--- config.mk ---
export PLATFORM = sky130hd
export DESIGN_NAME = urrs_mod_unit
export DESIGN_NICKNAME = d
export VERILOG_FILES = /design/src/sv/urrs_mod_unit.sv
export SDC_FILE = /design/constraint.sdc
export NUM_CORES = 1
export LEC_CHECK = 0
export BUFFER_PORTS_ARGS = -buffer_cell sky130_fd_sc_hd__buf_2
export CAP_MARGIN = 20
export CELL_PAD_IN_SITES_DETAIL_PLACEMENT = 0
export CELL_PAD_IN_SITES_GLOBAL_PLACEMENT = 2
export CORE_ASPECT_RATIO = 1.4
export CORE_MARGIN = 2
export CORE_UTILIZATION = 32
export CTS_CLUSTER_SIZE = 24
export DETAILED_ROUTE_END_ITERATION = 12
export PLACE_DENSITY_LB_ADDON = 0.1
export SLEW_MARGIN = 40
export SYNTH_ARGS = -nofsm -noshare
export SYNTH_HDL_FRONTEND = slang
export SYNTH_SLANG_ARGS = --single-unit
export TNS_END_PERCENT = 100
--- constraint.sdc ---
create_clock -name clock -period 3.3 [get_ports clock]
set_clock_uncertainty 0.15 [all_clocks]
set_input_delay 0.66 -clock clock [delete_from_list [all_inputs] [get_ports clock]]
set_output_delay 0.66 -clock clock [all_outputs]
set_load 0.01 [all_outputs]
--- src/sv/urrs_mod_unit.sv ---
// bit-serial restoring remainder unit, one dividend bit per cycle
`default_nettype none

module urrs_mod_unit #(
   parameter int W = 32
) (
   input  wire logic         clock,
   input  wire logic         reset,
   input  wire logic         start,
   input  wire logic [W-1:0] dividend,
   input  wire logic [W-1:0] divisor,
   output logic              done,
   output logic [W-1:0]      remainder
);

   localparam int CNT_W = $clog2(W + 1);

   logic [W-1:0]     quo_ff, quo_in;
   logic [W-1:0]     rem_ff, rem_in;
   logic [W-1:0]     div_ff, div_in;
   logic [CNT_W-1:0] cnt_ff, cnt_in;
   logic             busy_ff, busy_in;
   logic             done_ff, done_in;
   logic [W:0]       trial;
   logic [W:0]       diff;

   assign trial = {rem_ff, quo_ff[W-1]};
   assign diff  = trial - {1'b0, div_ff};

   always_comb begin
      quo_in  = quo_ff;
      rem_in  = rem_ff;
      div_in  = div_ff;
      cnt_in  = cnt_ff;
      busy_in = busy_ff;
      done_in = 1'b0;
      if (start) begin
         quo_in  = dividend;
         rem_in  = '0;
         div_in  = divisor;
         cnt_in  = CNT_W'(W);
         busy_in = 1'b1;
      end else if (busy_ff) begin
         quo_in = {quo_ff[W-2:0], 1'b0};
         rem_in = diff[W] ? trial[W-1:0] : diff[W-1:0];
         cnt_in = cnt_ff - CNT_W'(1);
         if (cnt_ff == CNT_W'(1)) begin
            busy_in = 1'b0;
            done_in = 1'b1;
         end
      end
   end

   always_ff @(posedge clock) begin
      quo_ff <= quo_in;
      rem_ff <= rem_in;
      div_ff <= div_in;
      if (reset) begin
         cnt_ff  <= '0;
         busy_ff <= 1'b0;
         done_ff <= 1'b0;
      end else begin
         cnt_ff  <= cnt_in;
         busy_ff <= busy_in;
         done_ff <= done_in;
      end
   end

   assign done      = done_ff;
   assign remainder = rem_ff;

`ifndef SYNTHESIS
   a_rem_below_div: assert property (@(posedge clock) disable iff (reset)
      done_ff |-> (rem_ff < div_ff))
      else $error("remainder not below divisor");
   a_no_restart: assert property (@(posedge clock) disable iff (reset)
      start |-> !busy_ff)
      else $error("start while busy");
   a_busy_count: assert property (@(posedge clock) disable iff (reset)
      busy_ff |-> (cnt_ff != '0))
      else $error("busy with empty count");
`endif

endmodule

`default_nettype wire

==> flow_summary.json, run 1 <==
{
  "port_buffers": 99,
  "path_buf_inv": 4,
  "synthTopCellsByCount": "71 x nand2_1, 64 x edfxtp_1, 57 x nor2_1",
  "setup_viol": 0,
  "clkPwrFrac": 0.317,
  "start_kind": "flop",
  "period_minus_slack_ns": 3.28,
  "cts_tree": "yes",
  "numCtsBuffers": 9,
  "design_area_sq_um": 7530,
  "p_sw_frac": 0.301,
  "intPower_mw": 2.78,
  "grt_pass1_wl_microns": 25300,
  "vias": 4750,
  "placed_area_sq_um": 6980,
  "switchingPower_mw": 1.20,
  "drc": 0,
  "crit_chain": "inv_2 -> ha_2 -> fa_2 -> nand2b_4 -> a21oi_2 -> o21a_2 -> o21ai_4 -> o41ai_4 -> a41oi_4 -> buf_6 -> xnor2_4 -> buf_12 -> buf_12 -> nor3_1 -> a311o_1",
  "final_layout_size_suffix_gt1_frac": 0.319,
  "pwr-share-comb": 0.286,
  "start_util": 0.324,
  "synth_edf_count": 64,
  "outcome": "completed",
  "cap_violations": 0,
  "die_w_microns": 119,
  "die_h_microns": 165,
  "synth_area_sq_um": 5950,
  "hold_path.class": "in -> reg",
  "grt_usage": 0.163,
  "cp_slowest_stage_delay_ns": 0.43,
  "power_frac_seq": 0.397,
  "synth_top_area_frac": 0.323,
  "core_area_sq_um": 18400,
  "synthXorXnorAreaFrac": 0.0505,
  "synth_area_per_cell_sq_um": 10.2,
  "pre_cts_ws_ns": -0.203,
  "rsz0062_at_grt": "true",
  "async_reset_ff_frac": 0,
  "cts-root-buf": "clkbuf_16",
  "hold_viol_final": 0,
  "synth_top_family_by_area": "compound AO/OA/AOI/OAI gates",
  "yosysMostFrequentCell": "nand2_1",
  "post_drt_via_cell_ratio": 4.91,
  "synth.ff_latch_count": 104,
  "cp_top_family": "compound AO/OA/AOI/OAI gates",
  "synth-compound-area-share": 0.167,
  "max_slew.worst_pin.slew_ns": 0.574,
  "p_leak_nw": 3.27,
  "dp_cells": 945,
  "utilization": 0.410,
  "fmax_mhz": 305,
  "layout-area-overhead-vs-synth_pct": 26.5,
  "routedWlPerCell_microns": 15.9,
  "grt_overflow": 0,
  "ys_warn_count": 0,
  "first_iter_violations": 173,
  "nets": 821,
  "cts_max_level": 3,
  "slowest_stage": "o41ai_4",
  "synth_area_leaders": "edfxtp_1 32%, dfxtp_1 13%, ha_1 7.1%",
  "clock_latency_ns": 0.36,
  "rows": 59,
  "synth_mux_area_frac": 0.0656,
  "fin_crit_sh": 0.993,
  "required_ns": 3.39,
  "critPathMaxFanout": 12,
  "drt_pre_antenna_iters": 4,
  "stdcell_count": 968,
  "rrSetupSlack_ns": 0.02,
  "grt_pass1_vias": 5042,
  "routed_wirelength_microns": 15400,
  "ctsHoldBuffers": 0,
  "powerDensity_nw_per_um2": 528,
  "cts.clk_slew.worst_paths_ns": 0.08,
  "gp_congestion": 0.842,
  "syn_inst": 584,
  "cp_data_arrival_time_ns": 3.37,
  "dieArea_sq_um": 19700,
  "cts_buffer_depth": 2,
  "timing.critical_path.mode_cell": "buf_12",
  "slew_viol_final": 0,
  "grt_antenna_before_repair": 0,
  "synth_flop_cell": "edfxtp_1",
  "hpwlAfterDp_microns": 11400,
  "synthDistinctLibCells": 69,
  "pin_count": 100,
  "post-synth-top-area-cell": "edfxtp_1",
  "ant_nets": 0,
  "ys_seq_area_frac": 0.457,
  "grt_max_degree": 70,
  "worst_slack_ns": 0.0244,
  "path_class": "reg -> reg",
  "cp-end-kind": "flop",
  "diodes": 0,
  "ir_drop_mv": 0.213,
  "syn-num-nets": 686,
  "synthAdderAreaFrac": 0.0748,
  "yosys.area_share.simple": 0.137,
  "cts.sinks": 104,
  "maxSlewHeadroom": 0.617,
  "total_power_mw": 3.97
}
[worst register-to-register path: cells and delay by family, from the launching register on]
kind / cells / cell delay, ns
xor gates and xnor gates: 1 / 0.16
buffers and inverters: 4 / 0.46
adders and majority gates: 2 / 0.54
and+or+nand+nor: 2 / 0.20
DFF: 1 / 0.34
AOI/OAI and AO/OA: 6 / 1.31
[per-layer routing]
layer	vias up	routed length, microns	GRT usage
met5	-	0	0
met4	0	204	0.0547
met3	12	717	0.0381
met2	97	8180	0.306
met1	2253	6260	0.179
li1	2388	-	-
[sequential cells by signal, indices dropped and copies added, names as in the netlist]
signal     cells
quo_ff        32
cnt_ff         6
div_ff        32
remainder     32
done           1
busy_ff        1
[what timing repair did]
item                       in CTS  in global routing
resized for setup               5                 20
buffers inserted                1                  6
pin swaps                       5                  7
setup endpoints to repair      32                 32
[stage by stage]
step                hold slack (ns)  TNS [ns]
floorplan                     0.313         0
global placement              0.325     -1.04
detailed placement            0.339     -3.37
CTS                           0.307    -0.407
global route                  0.304     -1.81
finish                        0.323         0
[layout by cell type (no fill, tap or decap), drive strengths merged, types with 15 or more instances in the layout]
cell,n
buf,148
xnor2,20
a311oi,22
dfxtp,40
inv,43
nand3,15
o21ai,18
a21oi,34
edfxtp,64
nand2,71
nor2,57
ha,34
mux2,32
[path summary, 6_finish.rpt]
| kind | from | to | depth (start not counted) |
|---|---|---|---|
| worst max register to register | quo_ff[31] | remainder[31] | 15 |
| worst max-delay path | quo_ff[31] | remainder[31] | 15 |
| worst min-delay path | divisor[23] | div_ff[23] | 1 |
| worst min register to register | cnt_ff[0] | cnt_ff[0] | 2 |
[cell type report]
type	instances	area (sq um)
Multi-Input combinational cell	415	3050
Sequential cell	104	2720
Tap cell	244	305
Inverter	41	154
Clock inverter	4	80.1
Clock buffer	12	268
Fill cell	1850	10900
Timing Repair Buffer	148	943
[power by group through the flow]
stage	Combinational, mW	Clock (mW)	Sequential (mW)
after detailed placement	1.07	0	1.61
final	1.13	1.26	1.58
after global placement	1.07	0	1.61
after CTS	1.09	1.31	1.58
after global routing	1.27	1.35	1.60
after floorplan	0.690	0	1.61
[logic make-up (layout without fill, tap and decap cells)]
family	Yosys count	count (layout)
AO/OA/AOI/OAI	131	131
XOR/XNOR	30	30
adder cells (fa/ha/maj)	35	35
buffers and inverters	65	205
flip-flops	104	104
multiplexers	35	35
AND/OR/NAND/NOR	184	184
Note: power is estimated with default switching activity, not from simulation.
==> run 2: changes to the inputs <==
CORE_MARGIN = unset   (was 2)
==> run 2 against run 1 <==
  * The flow now finishes with violations (negative setup slack)
  * Sequential power about the same
  * Register-to-register slack got worse by 0.04 ns
  * Sequential cell count unchanged
  * Wire length up 2.6%
  * Worst hold slack worse by 0.0018 ns
  * Power decreased by 0.98%
  * Critical path type unchanged
  * Largest cell class unchanged
  * Largest power group unchanged
  * Highest routed layer unchanged
==> flow_summary.json, run 2 (synthesized netlist as in run 1, its figures left out) <==
{
  "outcome": "complete, but fails checks",
  "violations": "negative setup slack",
  "period_minus_slack_ns": 3.32,
  "drc": 0,
  "maxSlewHeadroom": 0.569,
  "die_h_microns": 163,
  "crit_chain": "ha_2 -> fa_2 -> nand2b_4 -> a21oi_4 -> o21a_2 -> o21ai_4 -> o41ai_4 -> a41oi_4 -> buf_6 -> xnor2_4 -> buf_6 -> mux2_4 -> a22o_1",
  "gp_congestion": 0.792,
  "holdCritStartpoint": "divisor[14]",
  "ant_nets": 0,
  "pin_count": 100,
  "crit_start": "div_ff[0]",
  "routed_wirelength_microns": 15800,
  "layout-area-overhead-vs-synth_pct": 28.4,
  "required_ns": 3.40,
  "timing.rr.start": "div_ff[0]",
  "drt_pre_antenna_iters": 4,
  "cp_slowest_stage_delay_ns": 0.42,
  "vias": 4847,
  "diodes": 0,
  "slowest_stage": "o41ai_4",
  "hold_viol_final": 0,
  "numCtsBuffers": 9,
  "final_layout_size_suffix_gt1_frac": 0.338,
  "first_iter_violations": 202,
  "start_util": 0.329,
  "cts_max_level": 3,
  "routedWlPerCell_microns": 16.2,
  "cts.sinks": 104,
  "cts.clk_slew.worst_paths_ns": 0.08,
  "grt_max_degree": 44,
  "layout_common_cells": "98 x buf_2, 67 x nand2_1, 64 x edfxtp_1",
  "fin_crit_sh": 1.01,
  "setup_viol": 2,
  "cts_buffer_depth": 2,
  "p_leak_nw": 3.31,
  "clock_latency_ns": 0.36,
  "cp-end-kind": "flop",
  "timing.critical_path.mode_cell": "buf_6",
  "cts_tree": "yes",
  "cts-root-buf": "clkbuf_16",
  "core_area_sq_um": 18100,
  "mostFrequentLayoutCell": "buf_2",
  "worst_slack_ns": -0.0206,
  "start_kind": "flop",
  "grt_antenna_before_repair": 0,
  "grt_pass1_wl_microns": 25400,
  "hold_path.class": "in -> reg",
  "post_drt_via_cell_ratio": 4.98,
  "fmax_mhz": 301,
  "port_buffers": 99,
  "grt_usage": 0.176,
  "critPathMaxFanout": 6,
  "cap_violations": 0,
  "dieArea_sq_um": 19200,
  "finalSetupTns_ns": -0.0267,
  "die_w_microns": 117,
  "path_class": "reg -> reg",
  "max_slew.worst_pin.slew_ns": 0.645,
  "slew_viol_final": 0,
  "utilization": 0.423,
  "ir_drop_mv": 0.229,
  "hpwlAfterDp_microns": 11600,
  "rsz0062_at_grt": "true",
  "grt_pass1_vias": 4994,
  "nets": 830,
  "cp_data_arrival_time_ns": 3.42,
  "powerDensity_nw_per_um2": 515,
  "grt_overflow": 0,
  "rows": 58
}
## run 2: cell count changes in the layout (fill, tap and decap cells not counted), moves of 3 or more
| cell | delta |
|---|---|
| buf_12 | -3 |
| buf_6 | +3 |
| buf_4 | +3 |
| nand2_1 | -4 |
| nand2_2 | +4 |
| buf_8 | +3 |
## run 2: metrics by stage
step                worst slack (ns)  total power [mW]  hold WS, ns  cell area [sq um]  std cells
floorplan                      0.101              2.30        0.313               5950        584
global placement             -0.0995              2.66        0.326               6960        942
detailed placement            -0.169              2.67        0.335               6960        942
CTS                           -0.118              3.94        0.304               7520        971
global route                  -0.149              4.17        0.300               7640        973
finish                       -0.0206              3.93        0.322               7640        973
## run 2: power by group
part,leakage (nW),internal [mW],switching (mW)
clock,0.151,0.592,0.528
sequential,0.965,1.51,0.0709
combinational,2.20,0.587,0.646
total,3.31,2.69,1.24
## run 2: layout make-up
cell class / count / area (sq um)
fill: 1781 / 10400
multi-input combinational: 415 / 3090
sequential: 104 / 2720
timing repair buffer: 157 / 1060
tap: 240 / 300
clock buffer: 11 / 264
inverter: 41 / 154
clock inverter: 5 / 45.0
## run 2: critical path, delay by kind of cell (launching register included)
kind / cells / cell delay [ns]
AND/OR/NAND/NOR: 1 / 0.16
flip-flops: 1 / 0.38
XOR/XNOR: 1 / 0.15
adder cells (fa/ha/maj): 2 / 0.54
multiplexers: 1 / 0.30
AO/OA/AOI/OAI: 6 / 1.19
buffers and inverters: 2 / 0.34
## run 2: per-layer routing
layer,global-route usage,up-vias,part of all wire
met1,0.190,2324,0.41
met5,0,-,0
li1,-,2406,-
met3,0.0430,21,0.047
met2,0.316,96,0.52
met4,0.0794,0,0.027
## run 2: worst paths after layout
check             slack [ns]  depth (start not counted)       endpoint
hold / removal          0.32                          1     div_ff[14]
setup / recovery       -0.02                         13  remainder[16]
setup reg to reg       -0.02                         13  remainder[16]
hold reg to reg         0.34                          2      cnt_ff[0]
## run 2: repair_timing
action | 4_1_cts | 5_1_grt
buffers inserted | 11 | 1
hold buffers | 0 | 0
gates resized for setup | 31 | 16
cloned | 2 | 2
endpoints found under the setup margin | 32 | 32
pin swaps | 16 | 16
==> run 3: changes to the inputs <==
ABC_AREA = 1   (was unset)
CORE_UTILIZATION = 29   (was 32)
==> run 3 against run 2 <==
  * The flow now finishes without violations
  * Setup slack better by 0.72 ns
  * Sequential power down 5%
  * Sequential share of layout area fell by 2.4 points
==> flow_summary.json, run 3 <==
{
  "cts.clk_slew.worst_paths_ns": 0.08,
  "cts-root-buf": "clkbuf_16",
  "post_drt_via_cell_ratio": 4.13,
  "timing.rr.start": "quo_ff[31]",
  "ctsResizeCount": 0,
  "rows": 67,
  "final_layout_size_suffix_gt1_frac": 0.153,
  "nets": 1248,
  "outcome": "completed",
  "routed_wirelength_microns": 19600,
  "grt_overflow": 0,
  "synth_area_sq_um": 7070,
  "dieArea_sq_um": 25000,
  "hold_ws_ns": 0.313,
  "r2r_cells": 17,
  "core_area_sq_um": 24000,
  "cts_tree": "yes",
  "port_buffers": 99,
  "async_reset_ff_frac": 0,
  "max_slew.worst_pin.slew_ns": 0.656,
  "first_iter_violations": 210,
  "finalSetupTns_ns": 0,
  "slew_viol_final": 0,
  "syn-num-nets": 1151,
  "rrSetupSlack_ns": 0.70,
  "cts_buffer_depth": 2,
  "clock_latency_ns": 0.37,
  "start_kind": "flop",
  "synth_area_leaders": "edfxtp_1 27%, nand2_1 25%, dfxtp_1 11%",
  "gp_congestion": 0.769,
  "period_minus_slack_ns": 2.60,
  "pin_count": 100,
  "hold_viol_final": 0,
  "die_w_microns": 134,
  "postCtsSetupRepairBufs": 0,
  "hold_path_depth": 1,
  "ir_drop_mv": 0.222,
  "total_power_mw": 3.02,
  "synthTopCellsByCount": "465 x nand2_1, 211 x inv_1, 64 x edfxtp_1",
  "synth_area_per_cell_sq_um": 6.74,
  "drc": 0,
  "syn_inst": 1049,
  "critPathMaxFanout": 29,
  "die_h_microns": 187,
  "cts.sinks": 104,
  "layout-area-overhead-vs-synth_pct": 16.0,
  "whs_endpoint": "div_ff[6]",
  "rsz0062_at_grt": "false",
  "start_util": 0.295,
  "holdCritStartpoint": "divisor[6]",
  "ant_nets": 0,
  "synth_edf_count": 64,
  "numCtsBuffers": 9,
  "diodes": 0,
  "synthDistinctLibCells": 38,
  "path_class": "reg -> reg",
  "hpwlAfterDp_microns": 15600,
  "drt_pre_antenna_iters": 5,
  "cap_violations": 0,
  "yosysMostFrequentCell": "nand2_1",
  "maxSlewHeadroom": 0.563,
  "grt_pass1_vias": 6253,
  "ctsHoldBuffers": 0,
  "synth_flop_cell": "edfxtp_1",
  "fin_crit_sh": 0.787,
  "ys_warn_count": 0,
  "powerDensity_nw_per_um2": 368,
  "post-synth-top-area-cell": "edfxtp_1",
  "ys_seq_area_frac": 0.385,
  "mostFrequentLayoutCell": "nand2_1",
  "grt_usage": 0.168,
  "hold_path.class": "in -> reg",
  "p_leak_nw": 4.56,
  "cts_max_level": 3,
  "synth_top_area_frac": 0.272,
  "synth.ff_latch_count": 104,
  "fmax_mhz": 385,
  "required_ns": 3.42,
  "cp_data_arrival_time_ns": 2.71,
  "rr_endpoint": "remainder[3]",
  "routedWlPerCell_microns": 13.4,
  "cp-end-kind": "flop",
  "grt_antenna_before_repair": 0,
  "grt_max_degree": 47,
  "grt_pass1_wl_microns": 32200,
  "nFillCells": 2791,
  "setup_viol": 0,
  "layout_common_cells": "465 x nand2_1, 211 x inv_1, 99 x buf_2",
  "vias": 6038
}
run 3: cell count changes in the layout (fill, tap and decap cells not counted), moves of 11 or more:
cell and change:
nand3_1 +34, o21ai_0 -13, a21o_1 -12, nand2_2 +14, a311oi_1 -11, nand2_1 +398
inv_1 +171, a21oi_1 -19, buf_4 -38, mux2_2 -31, a311oi_2 -11
run 3: worst max-delay path by stage:
stage,startpoint,endpoint,slack [ns],cells after the start
finish,quo_ff[31],remainder[3],0.70,17
global route,quo_ff[31],remainder[23],0.40,17
CTS,quo_ff[31],remainder[3],0.64,17
global placement,quo_ff[31],remainder[21],0.69,17
floorplan,start,quo_ff[0],0.88,4
detailed placement,quo_ff[31],remainder[3],0.65,17
run 3: power breakdown:
group / total (mW) / internal (mW) / switching, mW
registers: 1.50 / 1.47 / 0.0261
logic: 0.371 / 0.128 / 0.243
clock network: 1.15 / 0.605 / 0.547
run 3: metal layers:
layer  global-route usage  wire (microns)  vias up
met1                0.196            8540     2612
met4               0.0538             306        0
met5                    0               0        -
li1                     -               -     3329
met3               0.0302             560       16
met2                0.304           10200       81
run 3: cell families after synthesis:
kind of cell	Yosys count	synth area share
xor+xnor	16	0.0198
buf+inv	241	0.136
fa+ha+maj	35	0.0630
flops	104	0.385
compound gates	26	0.0223
simple gates	627	0.374
run 3: cell type report:
type | count | area (sq um) | share of cell area
clock buffers | 10 | 229 | 0.0279
clock inverters | 6 | 75.1 | 0.00916
inverters | 221 | 830 | 0.101
multi-input cells | 704 | 3390 | 0.414
flip-flops and latches | 104 | 2720 | 0.332
well taps | 310 | 388 | 0.0473
repair buffers | 106 | 561 | 0.0684
run 3: critical path, stage by stage, from the launching register on:
cell and delay, ns:
edfxtp_1 0.32, inv_1 0.05, ha_1 0.22, fa_1 0.41, inv_1 0.09, nand2_1 0.05, nand2_1 0.07, nand3_1 0.08
nand2_2 0.12, nand2_2 0.07, nand2_4 0.08, nand2_4 0.06, nand2_2 0.08, nand2_4 0.07, nand2_4 0.33, nand2_1 0.09
nand3_1 0.10, nand2_1 0.05
run 3: stage by stage:
stage                     utilization  instances  instance area (sq um)  setup WS (ns)
after global routing            0.342       1461                   8200          0.401
after floorplan                     -       1049                   7070          0.882
after global placement          0.329       1445                   7890          0.691
after CTS                       0.342       1461                   8200          0.637
after detailed placement        0.329       1445                   7890          0.648
final                           0.342       1461                   8200          0.702
